**config.mk**
```make
export PLATFORM = sky130hd
export DESIGN_NAME = packet_buffered_bit_serializer_unit
export DESIGN_NICKNAME = d
export VERILOG_FILES = /design/src/hdl/pbbs_pkg.sv /design/src/hdl/pbbs_ram.sv /design/src/hdl/pbbs_cmdq.sv /design/src/hdl/pbbs_front.sv /design/src/hdl/pbbs_back.sv /design/src/hdl/packet_buffered_bit_serializer_unit.sv
export SDC_FILE = /design/constraint.sdc
export NUM_CORES = 1
export LEC_CHECK = 0
export ABC_CLOCK_PERIOD_IN_PS = 3450
export BUFFER_PORTS_ARGS = -buffer_cell sky130_fd_sc_hd__buf_2
export CORE_UTILIZATION = 50
export DETAILED_ROUTE_END_ITERATION = 16
export PLACE_DENSITY = 0.69
export SLEW_MARGIN = 5
export SYNTH_ARGS = -nofsm -noshare
export SYNTH_HDL_FRONTEND = slang
export SYNTH_HIERARCHICAL = 1
export SYNTH_SLANG_ARGS = --single-unit
```
**constraint.sdc**
```tcl
create_clock -name i_clk -period 3.45 [get_ports i_clk]
set_clock_uncertainty 0.1 [all_clocks]
set_input_delay 1.035 -clock i_clk [delete_from_list [all_inputs] [get_ports i_clk]]
set_output_delay 1.035 -clock i_clk [all_outputs]
set_load 0.005 [all_outputs]
```
**src/hdl/pbbs_pkg.sv**
```systemverilog
`timescale 1ns / 1ps
// ----------------------------------------------------------------------------
// pbbs_pkg: shared types and constants
// Command and result records that pass between the front end, the command
// queue and the back end of the packet serializer, plus slot codes.
// ----------------------------------------------------------------------------
package pbbs_pkg;

    // Kind of work handed from the front end to the back end.
    localparam logic CMD_STATUS = 1'b0;
    localparam logic CMD_ECHO   = 1'b1;

    // Depth of the command queue between the two halves.
    localparam int CMDQ_DEPTH = 2;

    // Reset value of the bit period register.
    localparam logic [7:0] BIT_PERIOD_RST = 8'd60;

    // Slot codes within one 12-slot byte frame.
    localparam logic [3:0] SLOT_START   = 4'd0;
    localparam logic [3:0] SLOT_STOP_ON = 4'd9;
    localparam logic [3:0] SLOT_OFF     = 4'd10;
    localparam logic [3:0] SLOT_LAST    = 4'd11;

    typedef struct packed {
        logic kind;
        logic light;
        logic sending;
    } t_cmd;

    typedef struct packed {
        logic       light;
        logic       sending;
        logic       echo_valid;
        logic [7:0] echo_byte;
        logic       echo_last;
    } t_result;

endpackage

```
**src/hdl/pbbs_ram.sv**
```systemverilog
`timescale 1ns / 1ps
// ----------------------------------------------------------------------------
// pbbs_ram: generic single-port-write, single-port-read RAM
// One write and one registered read per cycle.
// ----------------------------------------------------------------------------
module pbbs_ram #(
    parameter int WIDTH = 8,
    parameter int DEPTH = 16
) (
    input  logic                     i_clk,
    input  logic                     i_we,
    input  logic [$clog2(DEPTH)-1:0] i_waddr,
    input  logic [WIDTH-1:0]         i_wdata,
    input  logic [$clog2(DEPTH)-1:0] i_raddr,
    output logic [WIDTH-1:0]         o_rdata
);

    logic [WIDTH-1:0] r_mem [DEPTH];
    logic [WIDTH-1:0] r_rdata;

    always_ff @(posedge i_clk) begin
        if (i_we) begin
            r_mem[i_waddr] <= i_wdata;
        end
        r_rdata <= r_mem[i_raddr];
    end

    assign o_rdata = r_rdata;

endmodule

```
**src/hdl/pbbs_cmdq.sv**
```systemverilog
`timescale 1ns / 1ps
// ----------------------------------------------------------------------------
// pbbs_cmdq: short command queue
// Holds commands from the front end until the back end takes them.
// ----------------------------------------------------------------------------
module pbbs_cmdq (
    input  logic          i_clk,
    input  logic          i_rst_n,
    input  logic          i_push,
    input  pbbs_pkg::t_cmd i_data,
    output logic          o_full,
    input  logic          i_pop,
    output pbbs_pkg::t_cmd o_data,
    output logic          o_empty
);
    import pbbs_pkg::*;

    localparam int PW = $clog2(CMDQ_DEPTH);
    localparam int CW = $clog2(CMDQ_DEPTH + 1);

    t_cmd          r_mem [CMDQ_DEPTH];
    logic [PW-1:0] r_wp, n_wp;
    logic [PW-1:0] r_rp, n_rp;
    logic [CW-1:0] r_cnt, n_cnt;
    logic          do_push, do_pop;

    assign o_full  = (r_cnt == CW'(CMDQ_DEPTH));
    assign o_empty = (r_cnt == '0);
    assign o_data  = r_mem[r_rp];
    assign do_push = i_push && !o_full;
    assign do_pop  = i_pop && !o_empty;

    always_comb begin
        n_wp  = r_wp;
        n_rp  = r_rp;
        n_cnt = r_cnt;
        if (do_push) begin
            n_wp = (r_wp == PW'(CMDQ_DEPTH - 1)) ? '0 : r_wp + PW'(1);
        end
        if (do_pop) begin
            n_rp = (r_rp == PW'(CMDQ_DEPTH - 1)) ? '0 : r_rp + PW'(1);
        end
        if (do_push && !do_pop) begin
            n_cnt = r_cnt + CW'(1);
        end else if (do_pop && !do_push) begin
            n_cnt = r_cnt - CW'(1);
        end
    end

    always_ff @(posedge i_clk) begin
        if (!i_rst_n) begin
            r_wp  <= '0;
            r_rp  <= '0;
            r_cnt <= '0;
        end else begin
            r_wp  <= n_wp;
            r_rp  <= n_rp;
            r_cnt <= n_cnt;
        end
    end

    always_ff @(posedge i_clk) begin
        if (do_push) begin
            r_mem[r_wp] <= i_data;
        end
    end

endmodule

```
**src/hdl/pbbs_front.sv**
```systemverilog
`timescale 1ns / 1ps
// ----------------------------------------------------------------------------
// pbbs_front: item intake, packet reception and slot transmitter
// Classifies each item as a received byte or a timer tick, updates the
// receive and transmit state, writes the packet store and queues a command.
// ----------------------------------------------------------------------------
module pbbs_front #(
    parameter int BUFFER_BYTES = 16
) (
    input  logic                            i_clk,
    input  logic                            i_rst_n,
    input  logic                            i_cfg_we,
    input  logic [7:0]                      i_cfg_wdata,
    input  logic                            i_push,
    input  logic                            i_mode,
    input  logic [7:0]                      i_rx_byte,
    output logic                            o_full,
    output logic                            o_ram_we,
    output logic [$clog2(BUFFER_BYTES)-1:0] o_ram_waddr,
    output logic [7:0]                      o_ram_wdata,
    output logic [$clog2(BUFFER_BYTES)-1:0] o_ram_raddr,
    input  logic [7:0]                      i_ram_rdata,
    output logic                            o_cmd_push,
    output pbbs_pkg::t_cmd                  o_cmd,
    input  logic                            i_cmd_full,
    input  logic                            i_echo_done,
    output logic                            o_echo_pend
);
    import pbbs_pkg::*;

    localparam int         AW     = $clog2(BUFFER_BYTES);
    localparam logic [8:0] MAXLEN = 9'(BUFFER_BYTES - 1);

    localparam logic [1:0] ST_RUN = 2'd0;
    localparam logic [1:0] ST_RD  = 2'd1;
    localparam logic [1:0] ST_CAP = 2'd2;

    logic [1:0]    r_state, n_state;
    logic [7:0]    r_bit_period, n_bit_period;
    logic [AW-1:0] r_len, n_len;
    logic [AW-1:0] r_widx, n_widx;
    logic          r_recv, n_recv;
    logic          r_send, n_send;
    logic [7:0]    r_tick, n_tick;
    logic [AW-1:0] r_byte, n_byte;
    logic [3:0]    r_slot, n_slot;
    logic          r_light, n_light;
    logic [7:0]    r_cur, n_cur;
    logic          r_echo_pend, n_echo_pend;

    logic          accept;
    logic          done;
    logic [AW-1:0] len_c;
    logic [AW-1:0] done_len;

    assign o_full      = (r_state != ST_RUN) || i_cmd_full || r_echo_pend;
    assign accept      = i_push && !o_full;
    assign o_ram_raddr = r_byte;
    assign o_echo_pend = r_echo_pend;
    assign len_c       = ({1'b0, i_rx_byte} > MAXLEN) ? AW'(BUFFER_BYTES - 1)
                                                      : i_rx_byte[AW-1:0];

    always_comb begin
        n_state      = r_state;
        n_bit_period = r_bit_period;
        n_len        = r_len;
        n_widx       = r_widx;
        n_recv       = r_recv;
        n_send       = r_send;
        n_tick       = r_tick;
        n_byte       = r_byte;
        n_slot       = r_slot;
        n_light      = r_light;
        n_cur        = r_cur;
        n_echo_pend  = r_echo_pend;
        o_ram_we     = 1'b0;
        o_ram_waddr  = r_widx;
        o_ram_wdata  = i_rx_byte;
        done         = 1'b0;
        done_len     = r_len;

        if (i_cfg_we) begin
            n_bit_period = i_cfg_wdata;
        end
        if (i_echo_done) begin
            n_echo_pend = 1'b0;
        end

        case (r_state)
            ST_RUN: begin
                if (accept && i_mode) begin
                    if (r_send) begin
                        n_tick = r_tick + 8'd1;
                        if (n_tick >= r_bit_period) begin
                            n_tick = '0;
                            case (r_slot)
                                SLOT_START, SLOT_STOP_ON: begin
                                    n_light = 1'b1;
                                    n_slot  = r_slot + 4'd1;
                                end
                                SLOT_OFF: begin
                                    n_light = 1'b0;
                                    n_slot  = r_slot + 4'd1;
                                end
                                SLOT_LAST: begin
                                    n_light = 1'b0;
                                    n_slot  = SLOT_START;
                                    if (r_byte == r_len) begin
                                        n_send = 1'b0;
                                        n_byte = '0;
                                    end else begin
                                        // Fetch the next byte of the packet.
                                        n_byte  = r_byte + AW'(1);
                                        n_state = ST_RD;
                                    end
                                end
                                default: begin
                                    n_light = r_cur[3'(r_slot - 4'd1)];
                                    n_slot  = r_slot + 4'd1;
                                end
                            endcase
                        end
                    end
                end else if (accept && !r_send) begin
                    o_ram_we = 1'b1;
                    if (!r_recv) begin
                        o_ram_waddr = '0;
                        o_ram_wdata = 8'(len_c);
                        n_len       = len_c;
                        n_widx      = AW'(1);
                        n_recv      = 1'b1;
                        done        = (len_c == '0);
                        done_len    = len_c;
                    end else begin
                        n_widx = r_widx + AW'(1);
                        done   = (r_widx == r_len);
                    end
                    if (done) begin
                        n_recv      = 1'b0;
                        n_send      = 1'b1;
                        n_tick      = '0;
                        n_byte      = '0;
                        n_slot      = SLOT_START;
                        n_widx      = '0;
                        n_cur       = 8'(done_len);
                        n_echo_pend = 1'b1;
                    end
                end
            end
            ST_RD: begin
                n_state = ST_CAP;
            end
            ST_CAP: begin
                n_cur   = i_ram_rdata;
                n_state = ST_RUN;
            end
            default: begin
                n_state = ST_RUN;
            end
        endcase

        o_cmd_push    = accept;
        o_cmd.kind    = done ? CMD_ECHO : CMD_STATUS;
        o_cmd.light   = n_light;
        o_cmd.sending = n_send;
    end

    always_ff @(posedge i_clk) begin
        if (!i_rst_n) begin
            r_state      <= ST_RUN;
            r_bit_period <= BIT_PERIOD_RST;
            r_len        <= '0;
            r_widx       <= '0;
            r_recv       <= 1'b0;
            r_send       <= 1'b0;
            r_tick       <= '0;
            r_byte       <= '0;
            r_slot       <= SLOT_START;
            r_light      <= 1'b0;
            r_echo_pend  <= 1'b0;
        end else begin
            r_state      <= n_state;
            r_bit_period <= n_bit_period;
            r_len        <= n_len;
            r_widx       <= n_widx;
            r_recv       <= n_recv;
            r_send       <= n_send;
            r_tick       <= n_tick;
            r_byte       <= n_byte;
            r_slot       <= n_slot;
            r_light      <= n_light;
            r_echo_pend  <= n_echo_pend;
        end
    end

    always_ff @(posedge i_clk) begin
        r_cur <= n_cur;
    end

endmodule

```
**src/hdl/pbbs_back.sv**
```systemverilog
`timescale 1ns / 1ps
// ----------------------------------------------------------------------------
// pbbs_back: result generator
// Turns queued commands into result items; an echo command walks the packet
// store one byte at a time into the output register.
// ----------------------------------------------------------------------------
module pbbs_back #(
    parameter int BUFFER_BYTES = 16
) (
    input  logic                            i_clk,
    input  logic                            i_rst_n,
    input  logic                            i_cmd_empty,
    input  pbbs_pkg::t_cmd                  i_cmd,
    output logic                            o_cmd_pop,
    output logic [$clog2(BUFFER_BYTES)-1:0] o_ram_raddr,
    input  logic [7:0]                      i_ram_rdata,
    output logic                            o_echo_done,
    output pbbs_pkg::t_result               o_result,
    output logic                            o_empty,
    input  logic                            i_pop
);
    import pbbs_pkg::*;

    localparam int AW = $clog2(BUFFER_BYTES);

    localparam logic [1:0] ST_IDLE = 2'd0;
    localparam logic [1:0] ST_RD   = 2'd1;
    localparam logic [1:0] ST_OUT  = 2'd2;

    logic [1:0]    r_state, n_state;
    logic [AW-1:0] r_idx, n_idx;
    logic [AW-1:0] r_len, n_len;
    logic          r_light, n_light;
    logic          r_send, n_send;
    t_result       r_out, n_out;
    logic          r_out_valid, n_out_valid;

    logic          out_free;
    logic          load;
    logic [AW-1:0] eff_len;
    logic          last;

    assign out_free    = !r_out_valid || i_pop;
    assign o_empty     = !r_out_valid;
    assign o_result    = r_out;
    assign o_ram_raddr = r_idx;
    // The length is the first stored byte, so it is known once index 0 is read.
    assign eff_len     = (r_idx == '0) ? i_ram_rdata[AW-1:0] : r_len;
    assign last        = (r_idx == eff_len);

    always_comb begin
        n_state     = r_state;
        n_idx       = r_idx;
        n_len       = r_len;
        n_light     = r_light;
        n_send      = r_send;
        n_out       = r_out;
        o_cmd_pop   = 1'b0;
        o_echo_done = 1'b0;
        load        = 1'b0;

        case (r_state)
            ST_IDLE: begin
                if (!i_cmd_empty) begin
                    if (i_cmd.kind == CMD_STATUS) begin
                        if (out_free) begin
                            o_cmd_pop        = 1'b1;
                            load             = 1'b1;
                            n_out.light      = i_cmd.light;
                            n_out.sending    = i_cmd.sending;
                            n_out.echo_valid = 1'b0;
                            n_out.echo_byte  = '0;
                            n_out.echo_last  = 1'b1;
                        end
                    end else begin
                        o_cmd_pop = 1'b1;
                        n_light   = i_cmd.light;
                        n_send    = i_cmd.sending;
                        n_idx     = '0;
                        n_state   = ST_RD;
                    end
                end
            end
            ST_RD: begin
                n_state = ST_OUT;
            end
            ST_OUT: begin
                if (out_free) begin
                    load             = 1'b1;
                    n_out.light      = r_light;
                    n_out.sending    = r_send;
                    n_out.echo_valid = 1'b1;
                    n_out.echo_byte  = i_ram_rdata;
                    n_out.echo_last  = last;
                    n_len            = eff_len;
                    if (last) begin
                        o_echo_done = 1'b1;
                        n_state     = ST_IDLE;
                    end else begin
                        n_idx   = r_idx + AW'(1);
                        n_state = ST_RD;
                    end
                end
            end
            default: begin
                n_state = ST_IDLE;
            end
        endcase

        if (load) begin
            n_out_valid = 1'b1;
        end else if (i_pop) begin
            n_out_valid = 1'b0;
        end else begin
            n_out_valid = r_out_valid;
        end
    end

    always_ff @(posedge i_clk) begin
        if (!i_rst_n) begin
            r_state     <= ST_IDLE;
            r_idx       <= '0;
            r_len       <= '0;
            r_light     <= 1'b0;
            r_send      <= 1'b0;
            r_out_valid <= 1'b0;
        end else begin
            r_state     <= n_state;
            r_idx       <= n_idx;
            r_len       <= n_len;
            r_light     <= n_light;
            r_send      <= n_send;
            r_out_valid <= n_out_valid;
        end
    end

    always_ff @(posedge i_clk) begin
        r_out <= n_out;
    end

endmodule

```
**src/hdl/packet_buffered_bit_serializer_unit.sv**
```systemverilog
`timescale 1ns / 1ps
// ----------------------------------------------------------------------------
// packet_buffered_bit_serializer_unit: length-prefixed packet light sender
// Collects a packet of received bytes and sends it as 12-slot frames on a
// one-bit light output, echoing the whole packet when it completes.
// ----------------------------------------------------------------------------
// Each input item is either a received byte (mode 0) or a timer tick
// (mode 1). The first byte of a packet is its length, clamped to
// BUFFER_BYTES-1, and that many payload bytes follow. When the packet is
// complete, the block returns one result item per stored byte, length byte
// first, with echo_last on the final one, and starts sending. Every other
// item returns exactly one status item that carries the light level and the
// sending flag after that item. While sending, every bit_period ticks emit
// one slot of the current byte's frame: on, eight data bits LSB first, on,
// off, off. Received bytes are ignored while sending, and ticks are ignored
// while idle. Input is normally taken without holding off the next item. A
// tick that ends a byte frame holds off input while the next byte is fetched
// from the packet store through its single registered read port. A byte that
// completes a packet holds off input until the echo run has been read out of
// that same port, one stored byte at a time, and longer if the result side is
// not popping. A two-entry command queue between the intake and the result
// generator lets items keep flowing while results wait to be popped. The
// bit_period register is to be written through i_cfg_we/i_cfg_wdata only
// while the block is idle, which the user must keep to, since the block
// itself does not enforce it; a value of zero acts like one.
// ----------------------------------------------------------------------------
module packet_buffered_bit_serializer_unit #(
    parameter int BUFFER_BYTES = 16
) (
    input  logic       i_clk,
    input  logic       i_rst_n,
    input  logic       i_cfg_we,
    input  logic [7:0] i_cfg_wdata,
    input  logic       push,
    output logic       full,
    input  logic       i_mode,
    input  logic [7:0] i_rx_byte,
    output logic       empty,
    input  logic       pop,
    output logic       o_light_level,
    output logic       o_sending,
    output logic       o_echo_valid,
    output logic [7:0] o_echo_byte,
    output logic       o_echo_last
);
    import pbbs_pkg::*;

    localparam int AW = $clog2(BUFFER_BYTES);

    logic          ram_we;
    logic [AW-1:0] ram_waddr;
    logic [7:0]    ram_wdata;
    logic [AW-1:0] ram_raddr;
    logic [AW-1:0] front_raddr;
    logic [AW-1:0] back_raddr;
    logic [7:0]    ram_rdata;

    logic          cmd_push;
    t_cmd          cmd_in;
    logic          cmd_full;
    logic          cmd_pop;
    t_cmd          cmd_out;
    logic          cmd_empty;

    logic          echo_done;
    logic          echo_pend;
    t_result       result;

    // The intake is held off during an echo run, so the result generator
    // owns the read port for that whole time.
    assign ram_raddr = echo_pend ? back_raddr : front_raddr;

    pbbs_ram #(
        .WIDTH (8),
        .DEPTH (BUFFER_BYTES)
    ) u_store (
        .i_clk   (i_clk),
        .i_we    (ram_we),
        .i_waddr (ram_waddr),
        .i_wdata (ram_wdata),
        .i_raddr (ram_raddr),
        .o_rdata (ram_rdata)
    );

    pbbs_front #(
        .BUFFER_BYTES (BUFFER_BYTES)
    ) u_front (
        .i_clk       (i_clk),
        .i_rst_n     (i_rst_n),
        .i_cfg_we    (i_cfg_we),
        .i_cfg_wdata (i_cfg_wdata),
        .i_push      (push),
        .i_mode      (i_mode),
        .i_rx_byte   (i_rx_byte),
        .o_full      (full),
        .o_ram_we    (ram_we),
        .o_ram_waddr (ram_waddr),
        .o_ram_wdata (ram_wdata),
        .o_ram_raddr (front_raddr),
        .i_ram_rdata (ram_rdata),
        .o_cmd_push  (cmd_push),
        .o_cmd       (cmd_in),
        .i_cmd_full  (cmd_full),
        .i_echo_done (echo_done),
        .o_echo_pend (echo_pend)
    );

    pbbs_cmdq u_cmdq (
        .i_clk   (i_clk),
        .i_rst_n (i_rst_n),
        .i_push  (cmd_push),
        .i_data  (cmd_in),
        .o_full  (cmd_full),
        .i_pop   (cmd_pop),
        .o_data  (cmd_out),
        .o_empty (cmd_empty)
    );

    pbbs_back #(
        .BUFFER_BYTES (BUFFER_BYTES)
    ) u_back (
        .i_clk       (i_clk),
        .i_rst_n     (i_rst_n),
        .i_cmd_empty (cmd_empty),
        .i_cmd       (cmd_out),
        .o_cmd_pop   (cmd_pop),
        .o_ram_raddr (back_raddr),
        .i_ram_rdata (ram_rdata),
        .o_echo_done (echo_done),
        .o_result    (result),
        .o_empty     (empty),
        .i_pop       (pop)
    );

    assign o_light_level = result.light;
    assign o_sending     = result.sending;
    assign o_echo_valid  = result.echo_valid;
    assign o_echo_byte   = result.echo_byte;
    assign o_echo_last   = result.echo_last;

endmodule

```
==> impl_metrics.yaml <==
pwr:
  p_per_area_nw_per_um2: 595
  power.leakage_uw: 0.00394
  switchingPower_uw: 1620
  swShare_pct: 24.8
  vdd_drop_max_uv: 521
  internal_power_uw: 4930
  power_frac_comb_pct: 11.5
  pwr-share-seq_pct: 47.5
  pwr-share-clk_pct: 41.0
final_layout:
  fillers: 1463
  finalNonFillerCells: 1027
  final_cell_mix: "edfxtp_1, dfxtp_1, nor2_1"
  antennaDiodeCount: 0
  drive_above_1_share_pct: 22.1
  num-nets-final: 815
  finalInstanceArea_um2: 11000
  area_growth_pct: 14.4
  layout_commonest_cell: "edfxtp_1"
  regArea_um2: 5910
  multi_input_area_um2: 3440
setup_path:
  cp_max_fo: 7
  end_kind: "flop"
  crit_type: "flop to flop"
  cp_data_required_time_ps: 3740
  start_kind: "flop"
  arrival_ps: 3430
clock_network:
  htreeDepth: 1
  ctsHoldBuffers: 0
  cts_tree: "built"
  clockBufferDepth: 3
  clkSinkCount: 218
  postCtsSetupRepairBufs: 0
  cts_buffers: 24
  cts_resized: 0
  clockRootBuffer: "clkbuf_16"
  clk_latency_ps: 520
  cts.reportedPaths.clkPinSlew_ps: 60
timing:
  fmax_mhz: 319
  finalMaxSlewViolations: 0
  period_share_pct: 91.0
  worst_pin_slew_ps: 836
  worst_slack_ps: 310
  setup_violations: 0
  hold_slack_ps: 376
  setup_tns_ps: 0
  timing.final.crit_period_ps: 3140
  hold_viol_final: 0
  slew_headroom_pct: 44.3
  rsz0062_at_grt: "no"
floorplan:
  core-area_um2: 18800
  initial_core_util_pct: 51.3
  rows: 50
  die_h_um: 141
  dieArea_um2: 19800
  io_pins: 36
  fp.dieW_um: 141
logic_synthesis:
  synth_top_cell_by_area: "edfxtp_1"
  ys_types: 77
  yosysSeqAreaShare_pct: 61.4
  synth_cells: 710
  ys_ff_latch: 218
  synth.area.top_cells: "edfxtp_1, dfxtp_1, mux4_2"
  synth_edf_count: 154
  synth-main-ff-cell: "edfxtp_1"
  synth_warnings: 6
  synthesis.area_um2: 9620
  synthArstFlopShare_pct: 0
  synth_nets: 750
  syn-mean-instance-area_um2: 13.6
  synth_top_area_share_pct: 48.1
placed_design:
  placed_cell_area_um2: 10200
  gp_congestion: 0.849
  hpwl_um: 13800
  io_buffers: 35
  dp_worst_setup_slack_ps: 124
  placedCellCount: 983
detailed_routing:
  drtIter0Drc: 481
  wire_per_inst_um: 19.8
  wirelength_um: 20400
  first_pass_iters: 5
  vias: 5965
  vias_per_cell: 5.81
  drc_errors: 0
  ant_nets: 0
grt:
  grt_overflow: 0
  grt_use_total_pct: 21.1
  grt_pass1_wl_um: 32300
  antenna_found_initial: 0
  grt_max_degree: 33
  grt_pass1_vias: 6037
status:
  status: "complete, no violations"
job:
  cap_violations: 0
worst_hold_path:
  hp-class: "flop to flop"
sequential cells by signal, summed over array words and instances (netlist names), 2 cells and up, named ones only:
signal	cells
u_front/r_widx	4
u_back/o_result	12
u_front/r_tick	8
u_front/r_cur	8
u_front/r_len	4
u_back/r_state	2
u_back/o_ram_raddr	4
u_front/r_bit_period	8
u_store/o_rdata	8
u_cmdq/r_mem	6
u_front/o_ram_raddr	4
u_front/r_state	2
u_back/r_len	4
u_store/r_mem	128
u_front/r_slot	4
u_cmdq/r_cnt	2
worst max-delay path, cell delays in order, from the launching register on:
cell and delay (ps):
dfxtp_1 410, ha_1 270, nand3_1 130, and2_1 190, or2_2 290, ha_1 280, nand4_1 150, o31ai_4 480
and2_4 250, mux2_4 310, and2_1 160
routing by layer:
metal / GRT usage [%] / part of all wire (%) / vias up
met3: 3.57 / 5.6 / 25
met4: 5.38 / 1.7 / 0
met1: 28.0 / 43 / 2944
met2: 36.1 / 50 / 190
li1: - / - / 2806
met5: 0 / 0 / -
through the flow:
stage	power, uW	util (%)
global placement	3880	54.2
detailed placement	3920	54.2
finish	6550	58.7
floorplan	3630	-
CTS	6600	58.7
global route	6800	58.7
kinds of logic (layout without fill, tap and decap cells):
logic type | Yosys count | count (layout) | synth area share [%]
buffers and inverters | 56 | 139 | 2.95
XOR/XNOR | 16 | 16 | 1.46
adder cells (fa/ha/maj) | 18 | 18 | 2.34
AND/OR/NAND/NOR | 238 | 238 | 13.3
AO/OA/AOI/OAI | 111 | 111 | 7.89
flip-flops | 218 | 218 | 61.4
multiplexers | 53 | 53 | 10.7
power by group through the flow:
stage	Sequential [uW]	Combinational [uW]	Clock (uW)
final	3110	756	2690
after global routing	3130	840	2830
after CTS	3110	758	2730
after detailed placement	3160	755	0
after global placement	3160	724	0
after floorplan	3140	496	0
synth_stat cells (4+ instances only):
cell type,number
nor4_1,7
o211ai_1,10
mux2i_1,9
xor2_1,9
buf_4,5
buf_6,4
nand3b_1,4
nor3_1,10
nor2b_1,18
ha_1,18
or2_2,8
or3_1,5
mux4_1,14
inv_1,25
o21ai_0,21
mux4_2,20
nor2_1,54
dfxtp_1,64
mux2_2,9
buf_2,5
clkbuf_1,10
xnor2_1,7
o21a_1,5
a22oi_1,21
edfxtp_1,154
nand2b_1,8
nand3_1,19
a211oi_1,5
and2_1,21
nand2_1,53
a21oi_1,26
area by class of cell:
class                      count  area share (%)
sequential                   218            53.6
multi-input combinational    436            31.2
clock buffer                  25            5.58
timing repair buffer          67            3.89
tap                          234            2.66
clock inverter                19            2.08
inverter                      28           0.954
final timing paths:
kind | from | endpoint | slack [ps] | depth (start not counted)
setup / recovery | u_front/r_tick[0]$_SDFFE_PN0P_ | u_front/r_light$_SDFF_PN0_ | 310 | 10
hold / removal | u_back/r_len[3]$_SDFFE_PN0P_ | u_back/r_len[3]$_SDFFE_PN0P_ | 380 | 2
setup reg to reg | u_front/r_tick[0]$_SDFFE_PN0P_ | u_front/r_light$_SDFF_PN0_ | 310 | 10
hold reg to reg | u_back/r_len[3]$_SDFFE_PN0P_ | u_back/r_len[3]$_SDFFE_PN0P_ | 380 | 2
Power figures use the tool's default switching activity.
